<file path="src/dtq_pkg.sv">
// Shared constants and types for the deadline timer queue.
// Depends on nothing; imported by the top level.
package dtq_pkg;

   localparam int CAPACITY = 16;
   localparam int IDX_W    = (CAPACITY > 1) ? $clog2(CAPACITY) : 1;

   localparam int TIME_W = 48;
   localparam int ID_W   = 31;
   localparam int DLY_W  = 31;
   localparam int TAG_W  = 16;
   localparam int WAIT_W = 32;
   localparam int MODE_W = 2;
   localparam int KIND_W = 3;

   localparam int REQ_DATA_W = 176;
   localparam int RSP_DATA_W = 128;

   localparam logic [ID_W-1:0]   ID_MAX   = {ID_W{1'b1}};
   localparam logic [TIME_W-1:0] TIME_MAX = {TIME_W{1'b1}};

   typedef enum logic [MODE_W-1:0] {
      MODE_ADD    = 2'd0,
      MODE_REMOVE = 2'd1,
      MODE_POLL   = 2'd2,
      MODE_NONE   = 2'd3
   } mode_type;

   typedef enum logic [KIND_W-1:0] {
      KIND_ADDED    = 3'd0,
      KIND_FULL     = 3'd1,
      KIND_REMOVED  = 3'd2,
      KIND_EXPIRED  = 3'd3,
      KIND_NEXTWAIT = 3'd4
   } kind_type;

   typedef struct packed {
      logic [TIME_W-1:0] deadline;
      logic [ID_W-1:0]   ident;
      logic [TAG_W-1:0]  tag;
   } entry_type;

   localparam int ENTRY_W = $bits(entry_type);

endpackage

</file>
<file path="src/dtq_ram.sv">
// Generic single-write, single-read RAM with registered read data.
// Depends on nothing.
module dtq_ram #(
   parameter int WIDTH = 8,
   parameter int DEPTH = 16,
   parameter int ADDR_W = (DEPTH > 1) ? $clog2(DEPTH) : 1
) (
   input  logic              clock,
   input  logic              wr_en,
   input  logic [ADDR_W-1:0] wr_addr,
   input  logic [WIDTH-1:0]  wr_data,
   input  logic [ADDR_W-1:0] rd_addr,
   output logic [WIDTH-1:0]  rd_data
);

   logic [WIDTH-1:0] mem [DEPTH];
   logic [WIDTH-1:0] rd_data_ff;

   always_ff @(posedge clock) begin
      if (wr_en) begin
         mem[wr_addr] <= wr_data;
      end
      rd_data_ff <= mem[rd_addr];
   end

   assign rd_data = rd_data_ff;

endmodule

</file>
<file path="src/deadline_timer_queue_unit.sv">
// Deadline timer queue top level: control sequencer, valid bits and id counter.
// Depends on dtq_pkg and dtq_ram (entry store).
//
// Holds up to CAPACITY pending timeouts in one RAM; validity lives in flip-flops that
// reset clears, so the unit is ready straight after reset. Every add, remove and poll
// sweeps the whole table through the RAM read port, one entry per cycle. A poll sweeps
// again after each timeout it expires, since each expiry needs a fresh sweep for the
// next-earliest entry. An unused mode is taken from idle and gives no item. The result
// register lets a new request in while the last item of the previous one still waits on
// rsp_tready.
module deadline_timer_queue_unit (
   input  logic                              clock,
   input  logic                              reset,
   input  logic                              req_tvalid,
   output logic                              req_tready,
   // mode
   input  logic [dtq_pkg::MODE_W-1:0]        req_tuser,
   // current_time, delay_ms, handler_tag, ref_deadline, ref_id, zero pad
   input  logic [dtq_pkg::REQ_DATA_W-1:0]    req_tdata,
   output logic                              rsp_tvalid,
   input  logic                              rsp_tready,
   // result_kind
   output logic [dtq_pkg::KIND_W-1:0]        rsp_tuser,
   // entry_id, deadline, tag_out, wait_ms, found
   output logic [dtq_pkg::RSP_DATA_W-1:0]    rsp_tdata,
   output logic                              rsp_tlast
);

   import dtq_pkg::*;

   typedef enum logic [1:0] {
      ST_IDLE,
      ST_SCAN,
      ST_LAST,
      ST_DONE
   } state_type;

   state_type         state_ff, state_in;
   mode_type          mode_ff, mode_in;
   logic [TIME_W-1:0] now_ff, now_in;
   logic [TIME_W-1:0] key_dl_ff, key_dl_in;
   logic [ID_W-1:0]   key_id_ff, key_id_in;
   logic [TAG_W-1:0]  tag_ff, tag_in;
   logic [ID_W-1:0]   id_counter_ff, id_counter_in;
   logic [CAPACITY-1:0] valid_ff, valid_in;

   logic [IDX_W-1:0]  scan_ff, scan_in;
   logic              pipe_vld_ff, pipe_vld_in;
   logic [IDX_W-1:0]  pipe_idx_ff, pipe_idx_in;

   logic              hit_ff, hit_in;
   logic [IDX_W-1:0]  hit_idx_ff, hit_idx_in;
   logic              best_vld_ff, best_vld_in;
   entry_type         best_ff, best_in;
   logic [IDX_W-1:0]  best_idx_ff, best_idx_in;

   logic                  rsp_valid_ff, rsp_valid_in;
   kind_type              rsp_kind_ff, rsp_kind_in;
   logic [ID_W-1:0]       rsp_id_ff, rsp_id_in;
   logic [TIME_W-1:0]     rsp_dl_ff, rsp_dl_in;
   logic [TAG_W-1:0]      rsp_tag_ff, rsp_tag_in;
   logic [WAIT_W-1:0]     rsp_wait_ff, rsp_wait_in;
   logic                  rsp_found_ff, rsp_found_in;
   logic                  rsp_last_ff, rsp_last_in;

   logic              ram_wr_en;
   logic [IDX_W-1:0]  ram_wr_addr;
   entry_type         ram_wr_data;
   entry_type         rd_entry;
   logic [ENTRY_W-1:0] rd_raw;

   logic [TIME_W-1:0] req_time;
   logic [DLY_W-1:0]  req_delay;
   logic [TAG_W-1:0]  req_tag;
   logic [TIME_W-1:0] req_rdl;
   logic [ID_W-1:0]   req_rid;
   logic [TIME_W:0]   dl_sum;
   logic [ID_W-1:0]   next_id;

   logic              out_free;
   logic              key_match;
   logic              rd_less;
   logic              free_any;
   logic [IDX_W-1:0]  free_idx;
   logic [TIME_W:0]   diff;
   logic [WAIT_W-1:0] wait_val;

   assign req_time  = req_tdata[TIME_W-1:0];
   assign req_delay = req_tdata[TIME_W+DLY_W-1:TIME_W];
   assign req_tag   = req_tdata[TIME_W+DLY_W+TAG_W-1:TIME_W+DLY_W];
   assign req_rdl   = req_tdata[2*TIME_W+DLY_W+TAG_W-1:TIME_W+DLY_W+TAG_W];
   assign req_rid   = req_tdata[2*TIME_W+DLY_W+TAG_W+ID_W-1:2*TIME_W+DLY_W+TAG_W];

   assign dl_sum  = {1'b0, req_time} + {{(TIME_W+1-DLY_W){1'b0}}, req_delay};
   assign next_id = (id_counter_ff == ID_MAX) ? ID_W'(1) : id_counter_ff + ID_W'(1);

   dtq_ram #(
      .WIDTH (ENTRY_W),
      .DEPTH (CAPACITY)
   ) u_entries (
      .clock   (clock),
      .wr_en   (ram_wr_en),
      .wr_addr (ram_wr_addr),
      .wr_data (ram_wr_data),
      .rd_addr (scan_ff),
      .rd_data (rd_raw)
   );

   assign rd_entry = entry_type'(rd_raw);

   assign out_free  = !rsp_valid_ff || rsp_tready;
   assign key_match = (rd_entry.deadline == key_dl_ff) && (rd_entry.ident == key_id_ff);
   assign rd_less   = (rd_entry.deadline < best_ff.deadline) ||
                      ((rd_entry.deadline == best_ff.deadline) &&
                       (rd_entry.ident < best_ff.ident));

   always_comb begin
      free_any = 1'b0;
      free_idx = '0;
      for (int i = CAPACITY - 1; i >= 0; i--) begin
         if (!valid_ff[i]) begin
            free_any = 1'b1;
            free_idx = IDX_W'(i);
         end
      end
   end

   assign diff = {1'b0, best_ff.deadline} - {1'b0, now_ff};
   assign wait_val = (diff[TIME_W-1:ID_W] != '0) ? {1'b0, ID_MAX}
                                                 : {1'b0, diff[ID_W-1:0]};

   always_comb begin
      state_in      = state_ff;
      mode_in       = mode_ff;
      now_in        = now_ff;
      key_dl_in     = key_dl_ff;
      key_id_in     = key_id_ff;
      tag_in        = tag_ff;
      id_counter_in = id_counter_ff;
      valid_in      = valid_ff;
      scan_in       = scan_ff;
      pipe_vld_in   = 1'b0;
      pipe_idx_in   = scan_ff;
      hit_in        = hit_ff;
      hit_idx_in    = hit_idx_ff;
      best_vld_in   = best_vld_ff;
      best_in       = best_ff;
      best_idx_in   = best_idx_ff;

      rsp_valid_in = rsp_valid_ff && !rsp_tready;
      rsp_kind_in  = rsp_kind_ff;
      rsp_id_in    = rsp_id_ff;
      rsp_dl_in    = rsp_dl_ff;
      rsp_tag_in   = rsp_tag_ff;
      rsp_wait_in  = rsp_wait_ff;
      rsp_found_in = rsp_found_ff;
      rsp_last_in  = rsp_last_ff;

      ram_wr_en   = 1'b0;
      ram_wr_addr = free_idx;
      ram_wr_data = '{deadline: key_dl_ff, ident: key_id_ff, tag: tag_ff};

      // compare stage: entry read in the previous cycle
      if (pipe_vld_ff && valid_ff[pipe_idx_ff]) begin
         if (mode_ff == MODE_POLL) begin
            if (!best_vld_ff || rd_less) begin
               best_vld_in = 1'b1;
               best_in     = rd_entry;
               best_idx_in = pipe_idx_ff;
            end
         end else if (key_match) begin
            hit_in     = 1'b1;
            hit_idx_in = pipe_idx_ff;
         end
      end

      unique case (state_ff)
         ST_IDLE: begin
            if (req_tvalid) begin
               mode_in     = mode_type'(req_tuser);
               now_in      = req_time;
               tag_in      = req_tag;
               hit_in      = 1'b0;
               best_vld_in = 1'b0;
               scan_in     = '0;
               if (mode_type'(req_tuser) == MODE_ADD) begin
                  key_dl_in = dl_sum[TIME_W] ? TIME_MAX : dl_sum[TIME_W-1:0];
                  key_id_in = next_id;
               end else begin
                  key_dl_in = req_rdl;
                  key_id_in = req_rid;
               end
               if (mode_type'(req_tuser) != MODE_NONE) begin
                  state_in = ST_SCAN;
               end
            end
         end
         ST_SCAN: begin
            pipe_vld_in = 1'b1;
            pipe_idx_in = scan_ff;
            if (scan_ff == IDX_W'(CAPACITY - 1)) begin
               state_in = ST_LAST;
            end else begin
               scan_in = scan_ff + IDX_W'(1);
            end
         end
         ST_LAST: begin
            state_in = ST_DONE;
         end
         ST_DONE: begin
            if (out_free) begin
               rsp_valid_in = 1'b1;
               rsp_kind_in  = KIND_ADDED;
               rsp_id_in    = '0;
               rsp_dl_in    = '0;
               rsp_tag_in   = '0;
               rsp_wait_in  = '0;
               rsp_found_in = 1'b0;
               rsp_last_in  = 1'b1;
               state_in     = ST_IDLE;
               case (mode_ff)
                  MODE_ADD: begin
                     if (hit_ff || free_any) begin
                        id_counter_in = key_id_ff;
                        rsp_id_in     = key_id_ff;
                        rsp_dl_in     = key_dl_ff;
                        if (!hit_ff) begin
                           ram_wr_en          = 1'b1;
                           valid_in[free_idx] = 1'b1;
                        end
                     end else begin
                        rsp_kind_in = KIND_FULL;
                     end
                  end
                  MODE_REMOVE: begin
                     rsp_kind_in  = KIND_REMOVED;
                     rsp_found_in = hit_ff;
                     if (hit_ff) begin
                        valid_in[hit_idx_ff] = 1'b0;
                     end
                  end
                  default: begin
                     if (best_vld_ff && diff[TIME_W]) begin
                        // expire the earliest entry, then sweep again
                        rsp_kind_in             = KIND_EXPIRED;
                        rsp_id_in               = best_ff.ident;
                        rsp_dl_in               = best_ff.deadline;
                        rsp_tag_in              = best_ff.tag;
                        rsp_last_in             = 1'b0;
                        valid_in[best_idx_ff]   = 1'b0;
                        best_vld_in             = 1'b0;
                        scan_in                 = '0;
                        state_in                = ST_SCAN;
                     end else begin
                        rsp_kind_in = KIND_NEXTWAIT;
                        rsp_wait_in = best_vld_ff ? wait_val : {WAIT_W{1'b1}};
                     end
                  end
               endcase
            end
         end
         default: begin
            state_in = ST_IDLE;
         end
      endcase
   end

   always_ff @(posedge clock) begin
      if (reset) begin
         state_ff      <= ST_IDLE;
         id_counter_ff <= '0;
         valid_ff      <= '0;
         pipe_vld_ff   <= 1'b0;
         rsp_valid_ff  <= 1'b0;
         scan_ff       <= '0;
         hit_ff        <= 1'b0;
         best_vld_ff   <= 1'b0;
      end else begin
         state_ff      <= state_in;
         id_counter_ff <= id_counter_in;
         valid_ff      <= valid_in;
         pipe_vld_ff   <= pipe_vld_in;
         rsp_valid_ff  <= rsp_valid_in;
         scan_ff       <= scan_in;
         hit_ff        <= hit_in;
         best_vld_ff   <= best_vld_in;
      end
      mode_ff      <= mode_in;
      now_ff       <= now_in;
      key_dl_ff    <= key_dl_in;
      key_id_ff    <= key_id_in;
      tag_ff       <= tag_in;
      pipe_idx_ff  <= pipe_idx_in;
      hit_idx_ff   <= hit_idx_in;
      best_ff      <= best_in;
      best_idx_ff  <= best_idx_in;
      rsp_kind_ff  <= rsp_kind_in;
      rsp_id_ff    <= rsp_id_in;
      rsp_dl_ff    <= rsp_dl_in;
      rsp_tag_ff   <= rsp_tag_in;
      rsp_wait_ff  <= rsp_wait_in;
      rsp_found_ff <= rsp_found_in;
      rsp_last_ff  <= rsp_last_in;
   end

   assign req_tready = (state_ff == ST_IDLE);
   assign rsp_tvalid = rsp_valid_ff;
   assign rsp_tuser  = rsp_kind_ff;
   assign rsp_tdata  = {rsp_found_ff, rsp_wait_ff, rsp_tag_ff, rsp_dl_ff, rsp_id_ff};
   assign rsp_tlast  = rsp_last_ff;

endmodule

</file>
<file path="config.mk">
export PLATFORM = sky130hd
export DESIGN_NAME = deadline_timer_queue_unit
export DESIGN_NICKNAME = d
export VERILOG_FILES = /design/src/dtq_pkg.sv /design/src/dtq_ram.sv /design/src/deadline_timer_queue_unit.sv
export SDC_FILE = /design/constraint.sdc
export NUM_CORES = 2
export LEC_CHECK = 0
export ABC_AREA = 1
export BUFFER_PORTS_ARGS = -buffer_cell sky130_fd_sc_hd__buf_2
export CELL_PAD_IN_SITES_DETAIL_PLACEMENT = 0
export CELL_PAD_IN_SITES_GLOBAL_PLACEMENT = 1
export CORE_UTILIZATION = 55
export DETAILED_ROUTE_END_ITERATION = 8
export PLACE_DENSITY_LB_ADDON = 0.15
export RECOVER_POWER = 100
export SETUP_SLACK_MARGIN = 0.5
export SLEW_MARGIN = 20
export SYNTH_ARGS = -nofsm -noshare
export SYNTH_HDL_FRONTEND = slang
export SYNTH_SLANG_ARGS = --single-unit
</file>
<file path="constraint.sdc">
create_clock -name clock -period 39.6 [get_ports clock]
set_input_delay 1.98 -clock clock [delete_from_list [all_inputs] [get_ports clock]]
set_output_delay 1.98 -clock clock [all_outputs]
set_load 0.02 [all_outputs]
</file>
# Word level (Yosys, flattened, before mapping)
# Memory sizes are Yosys's and may differ from the RTL's. A register that Yosys moved wholly into a read port is not among the register bits.
# Index checks and enable logic that the tools add are counted.
[totals]
register_bits = 441
memories = 1
mem_bits_rw = 1520
input_bits = 182
out_inout_bits = 134
[classes]
muxes = 97
n_lt_le_gt_ge = 9
eq_ne = 21
reduce_logical = 32
addsub = 4
bitwise_logic = 7
[memory_table]
columns = ["memory", "depth", "word_bits", "rd", "rd_clocked_by_memory_dff", "write_ports", "line", "rtl"]
rows = [
  ["u_entries.mem", 16, 95, 1, 1, 1, "dtq_ram.sv:16", "logic [WIDTH-1:0] mem [DEPTH];"],
]
[op_table]
columns = ["operator", "n"]
rows = [
  ["two-way mux 48 bit", 4],
  ["two-way mux 31 bit", 5],
  ["== test 48 bit", 2],
  ["case mux 48 bit (2 select lines)", 1],
  ["two-way mux 4 bit", 21],
  ["two-way mux 16 bit", 4],
  ["case mux 31 bit (2 select lines)", 1],
  ["adder 48 x 31 -> 49 bit", 1],
  ["subtractor 48 x 48 -> 49 bit", 1],
  ["< comparator 48 bit", 1],
  ["two-way mux 1 bit", 46],
  ["AND 16 bit", 2],
  ["two-way mux 32 bit", 1],
  ["inverter 16 bit", 2],
  ["case mux 16 bit (2 select lines)", 1],
  ["adder 31 x 1 -> 31 bit (second input constant)", 1],
  ["== test 31 bit", 1],
  ["== test 31 bit (second input constant)", 1],
  ["< comparator 31 bit", 1],
  ["< comparator 4 x 5 -> 1 bit (second input constant)", 4],
  ["inequality test 2 bit (second input constant)", 10],
  ["nonzero test 17 bit", 1],
  ["OR 16 bit", 1],
  ["demux 1 bit (select 4 bit)", 3],
  ["other kinds (25)", 54],
]

# Depth between registers and ports, before layout
[logic_depth]
ltp_word = 24
mapped_depth = 21
depth_no_buf = 20

# Modules after synthesis
# Synthesis repeated with hierarchy kept, for this count alone.
[hier_totals]
hier_cells = 9549
area_unflattened_um2 = 94211.6
[by_module_without_submodules]
columns = ["module", "cells_per_inst", "instances", "seq_area_each_um2", "area_per_inst_um2"]
rows = [
  ["dtq_ram", 6236, 1, 47545.6, 66882.9],
  ["deadline_timer_queue_unit", 3313, 1, 12632.1, 27328.7],
]

# Worst setup path before layout
# Ideal clock, no wire load.
[synth_path]
path_kind = "input to register"
from = "in rsp_tready"
to = "mem u_entries.mem[2][0] (netlist bit) (enable)"
setup_slack_ps = 23277
stages = 4
path_buffers = 0
arrival_time_ps = 15541
cell_sequence = "nor2_1 -> nor2_2 -> nand4_1 -> nor4_1"
[synth_between]
elab_chain_len = 5
[synth_rtl]
columns = ["element", "line", "rtl"]
rows = [
  ["start: declaration", "deadline_timer_queue_unit.sv:21", "input logic rsp_tready,"],
  ["logical OR 1 bit", "deadline_timer_queue_unit.sv:111", "assign out_free = !rsp_valid_ff || rsp_tready;"],
  ["two-way mux 1 bit", "deadline_timer_queue_unit.sv:211", "if (out_free) begin"],
  ["two-way mux 1 bit", "deadline_timer_queue_unit.sv:177", "unique case (state_ff)"],
  ["two-way mux 1 bit", "dtq_ram.sv:20", "if (wr_en) begin"],
  ["two-way mux 1 bit (implied by the code)", "dtq_ram.sv:21", "mem[wr_addr] <= wr_data;"],
  ["end: declaration", "dtq_ram.sv:16", ""],
]
# Every way passes these cells.

==> reports/summary.txt <==
status = complete, but fails checks
violated checks = max-capacitance violations, max-slew violations
top cell family by delay on the critical path = buffers and inverters
Worst IR Drop VDD = 47.68 uV
Tot GR Track Use = 30.81%
later-pin clock latency in the skew report = 860 ps
Total Power = 5662 uW
drt drc = 0
Async S/R FF share, synth = 0%
power density cells = 58.05 mW/mm^2
count leader, synth = edfxtp_1
Synthesis Warnings = 0
hold_ws = 400.6 ps
register bit total from synthesis = 2056
routed len/inst = 25.48 um
Comb pwr share = 16.8%
Vias per Instance = 6.003
largest net degree at the start of global routing = 171
Setup Viol. Count Final = 0
Final min period = 14440 ps
Fin Clk Skew = 75.10 ps
Synth area leader = edfxtp_1
CP Capture Type = flop
global-route wire length before repair = 365200 um
Psw = 1663 uW
# Max-Cap Violations = 58
die width = 401.5 um
CTS tree = built
Fin. Hold Viols = 0
Mapped Cells = 7342
CTS Buf Count = 205
grt ovf = 0
FMAX = 69.24 MHz
Core ar. = 0.1584 sq mm
Worst path max stage delay = 6270 ps
Worst R2R Path Depth = 7
Post-synth top cells = edfxtp_1 (1900), nor2_1 (1160), nand2_1 (906)
postcts setup bufs = 0
Hold Path Class = flop to flop
post-route insts no fill = 9867
Site Rows = 146
number of global-route vias before repair = 55.69k
drt first-iter violations = 6792
fillers = 12.63k
initial antenna violation count = 12
Post-synth EDFFs = 1900
Avg Inst Size Synth = 11.96 sq um
starting density of the core = 55.43%
Int Power = 3999 uW
actual slew at the worst max-slew pin = 8964 ps
die area = 0.1612 sq mm
CP max-delay cell = clkinvlp_2
final worst-path cycle share = 36.47%
Final Core Density = 61.59%
Total Neg Setup Slack = 0 ps
critical-path cell list = clkinvlp_2 > clkbuf_1 > clkbuf_1 > nor2_1 > o32ai_1 > o211ai_1 > nand3_1
Port Buffer Count = 313
Crit path top cell by count = clkbuf_1
Setup CP Type = flop to flop
top-area cell type share of the netlist area = 64.99%
Hold Path Depth = 0
Worst Setup Start Kind = flop
final antenna-violating net count = 0
count of pins over their slew limit = 2993
clock power share = 33.8%
Worst EP arrival = 15030 ps
WP depth = 7
post_cts resized = 0
net count after synthesis = 7689
ranking of synthesized cells by area = edfxtp_1 (65%), nor2_1 (5.0%), nand2_1 (3.9%)
First-pass DRT Iterations = 6
Ports = 316
H-tree levels = 4
sequential share of the synthesized area = 68.55%
Hold Buf Count CTS = 0
Bufs on Longest Clock Path = 3
switching portion of total power = 29.38%
synthesis-to-finish area growth = 11.12%
sequential share of power = 49.4%
hpwl dp = 154800 um
Placed Instances = 9470
unique cell type count in the Yosys netlist = 66
LEAKAGE = 0.03384 uW
die height = 401.5 um
Req. time, crit path = 40190 ps
root buf cell = clkbuf_16
vias = 59.23k
Detailed Route WL = 251400 um
Critical path buffers and inverters = 3
Crit Path Max Fanout = 170
share of cells above drive strength 1 = 7.282%
gpl congestion = 0.9634
Mapped Area = 0.08778 sq mm
Clock Sinks = 2056
slew margin rel. = -497.6%
RSZ-0062 raised after global routing = no
NumNets Final = 7953
Top FF cell, synth = edfxtp_1
clock-pin transition on the worst setup and hold timing paths = 60 ps
power groups by stage:
| stage | clock, uW | sequential, uW | combinational (uW) |
|---|---|---|---|
| after CTS | 1940 | 2780 | 928 |
| final | 1910 | 2800 | 951 |
| after global placement | 0 | 2820 | 911 |
| after global routing | 2020 | 2810 | 1040 |
| after detailed placement | 0 | 2820 | 923 |
| after floorplan | 0 | 2760 | 604 |
cell type report:
cell class | instances | area [sq um] | area share [%]
tap | 2072 | 2592 | 2.658
clock inverter | 99 | 1046 | 1.072
timing repair buffer | 407 | 1824 | 1.870
sequential | 2056 | 60180 | 61.70
multi-input combinational | 4375 | 24080 | 24.68
antenna | 9 | 22.52 | 0.02309
clock buffer | 288 | 5683 | 5.826
inverter | 561 | 2116 | 2.169
routing by layer:
| metal | GRT usage, % | share of wire [%] | vias to the layer above |
|---|---|---|---|
| li1 | - | - | 26990 |
| met1 | 46.16 | 44 | 29300 |
| met2 | 46.88 | 45 | 2589 |
| met3 | 4.891 | 8.7 | 354 |
| met4 | 8.342 | 2.5 | 2 |
| met5 | 0 | 0.0068 | - |
kinds of logic (layout without fill, tap and decap cells):
| logic type | Yosys count | count (layout) | synth area share, % |
|---|---|---|---|
| adder cells (fa/ha/maj) | 165 | 165 | 2.369 |
| buffers and inverters | 911 | 1355 | 4.046 |
| other | 0 | 9 | 0 |
| flip-flops | 2056 | 2056 | 68.55 |
| XOR/XNOR | 135 | 135 | 1.347 |
| AO/OA/AOI/OAI | 1334 | 1334 | 9.726 |
| AND/OR/NAND/NOR | 2592 | 2592 | 12.26 |
| multiplexers | 149 | 149 | 1.699 |
sequential cells by signal (all words and copies together) (netlist names), 3 cells and up:
| signal | count |
|---|---|
| pipe_idx_in | 4 |
| key_id_ff | 31 |
| now_ff | 48 |
| rsp_tag_ff | 16 |
| key_dl_ff | 48 |
| rsp_tuser | 3 |
| pipe_idx_ff | 4 |
| u_entries.rd_data | 95 |
| best_ff | 95 |
| u_entries.mem | 1520 |
| valid_ff | 16 |
| hit_idx_ff | 4 |
| best_idx_ff | 4 |
| rsp_dl_ff | 48 |
| tag_ff | 16 |
| rsp_id_ff | 31 |
| id_counter_ff | 31 |
| rsp_wait_ff | 32 |
cell usage in the layout (no fill, tap or decap), types with 16 or more instances in the layout:
cell | netlist | final
nor4_1 | 24 | 24
dfxtp_1 | 156 | 155
o32ai_1 | 231 | 231
o21ai_0 | 545 | 555
o211ai_1 | 44 | 44
a21o_1 | 18 | 18
ha_1 | 163 | 163
inv_1 | 545 | 543
nand2_1 | 906 | 911
clkbuf_1 | 273 | 310
xor2_1 | 83 | 83
a31oi_1 | 19 | 19
nor3_1 | 51 | 51
buf_4 | 11 | 31
nand4_1 | 53 | 53
or2_2 | 16 | 16
o22ai_1 | 35 | 35
clkbuf_8 | 0 | 22
edfxtp_1 | 1900 | 1900
nand3_2 | 20 | 20
clkbuf_16 | 0 | 206
a21oi_1 | 219 | 220
nor2_2 | 28 | 27
clkinv_2 | 0 | 37
nand3_1 | 287 | 287
xnor2_1 | 52 | 52
buf_2 | 33 | 125
nor2_1 | 1160 | 1152
mux2i_1 | 149 | 149
o221ai_1 | 152 | 152
clkinv_1 | 3 | 35
through the flow:
step | setup WS (ps) | cell area (sq um)
floorplan | 23280 | 87780
global placement | 33810 | 91470
global route | 24210 | 97520
finish | 25160 | 97540
CTS | 34710 | 98190
detailed placement | 33830 | 91470
path summary, 6_finish.rpt:
kind	start	endpoint	slack (ps)
max	pipe_idx_in[0]$_SDFFE_PP0P_	u_entries.rd_data[63]$_DFF_P_	25160
min	u_entries.rd_data[14]$_DFF_P_	best_ff[14]$_DFFE_PP_	400
max reg2reg	pipe_idx_in[0]$_SDFFE_PP0P_	u_entries.rd_data[63]$_DFF_P_	25160
min reg2reg	u_entries.rd_data[14]$_DFF_P_	best_ff[14]$_DFFE_PP_	400
Note: power is estimated with default switching activity, not from simulation.
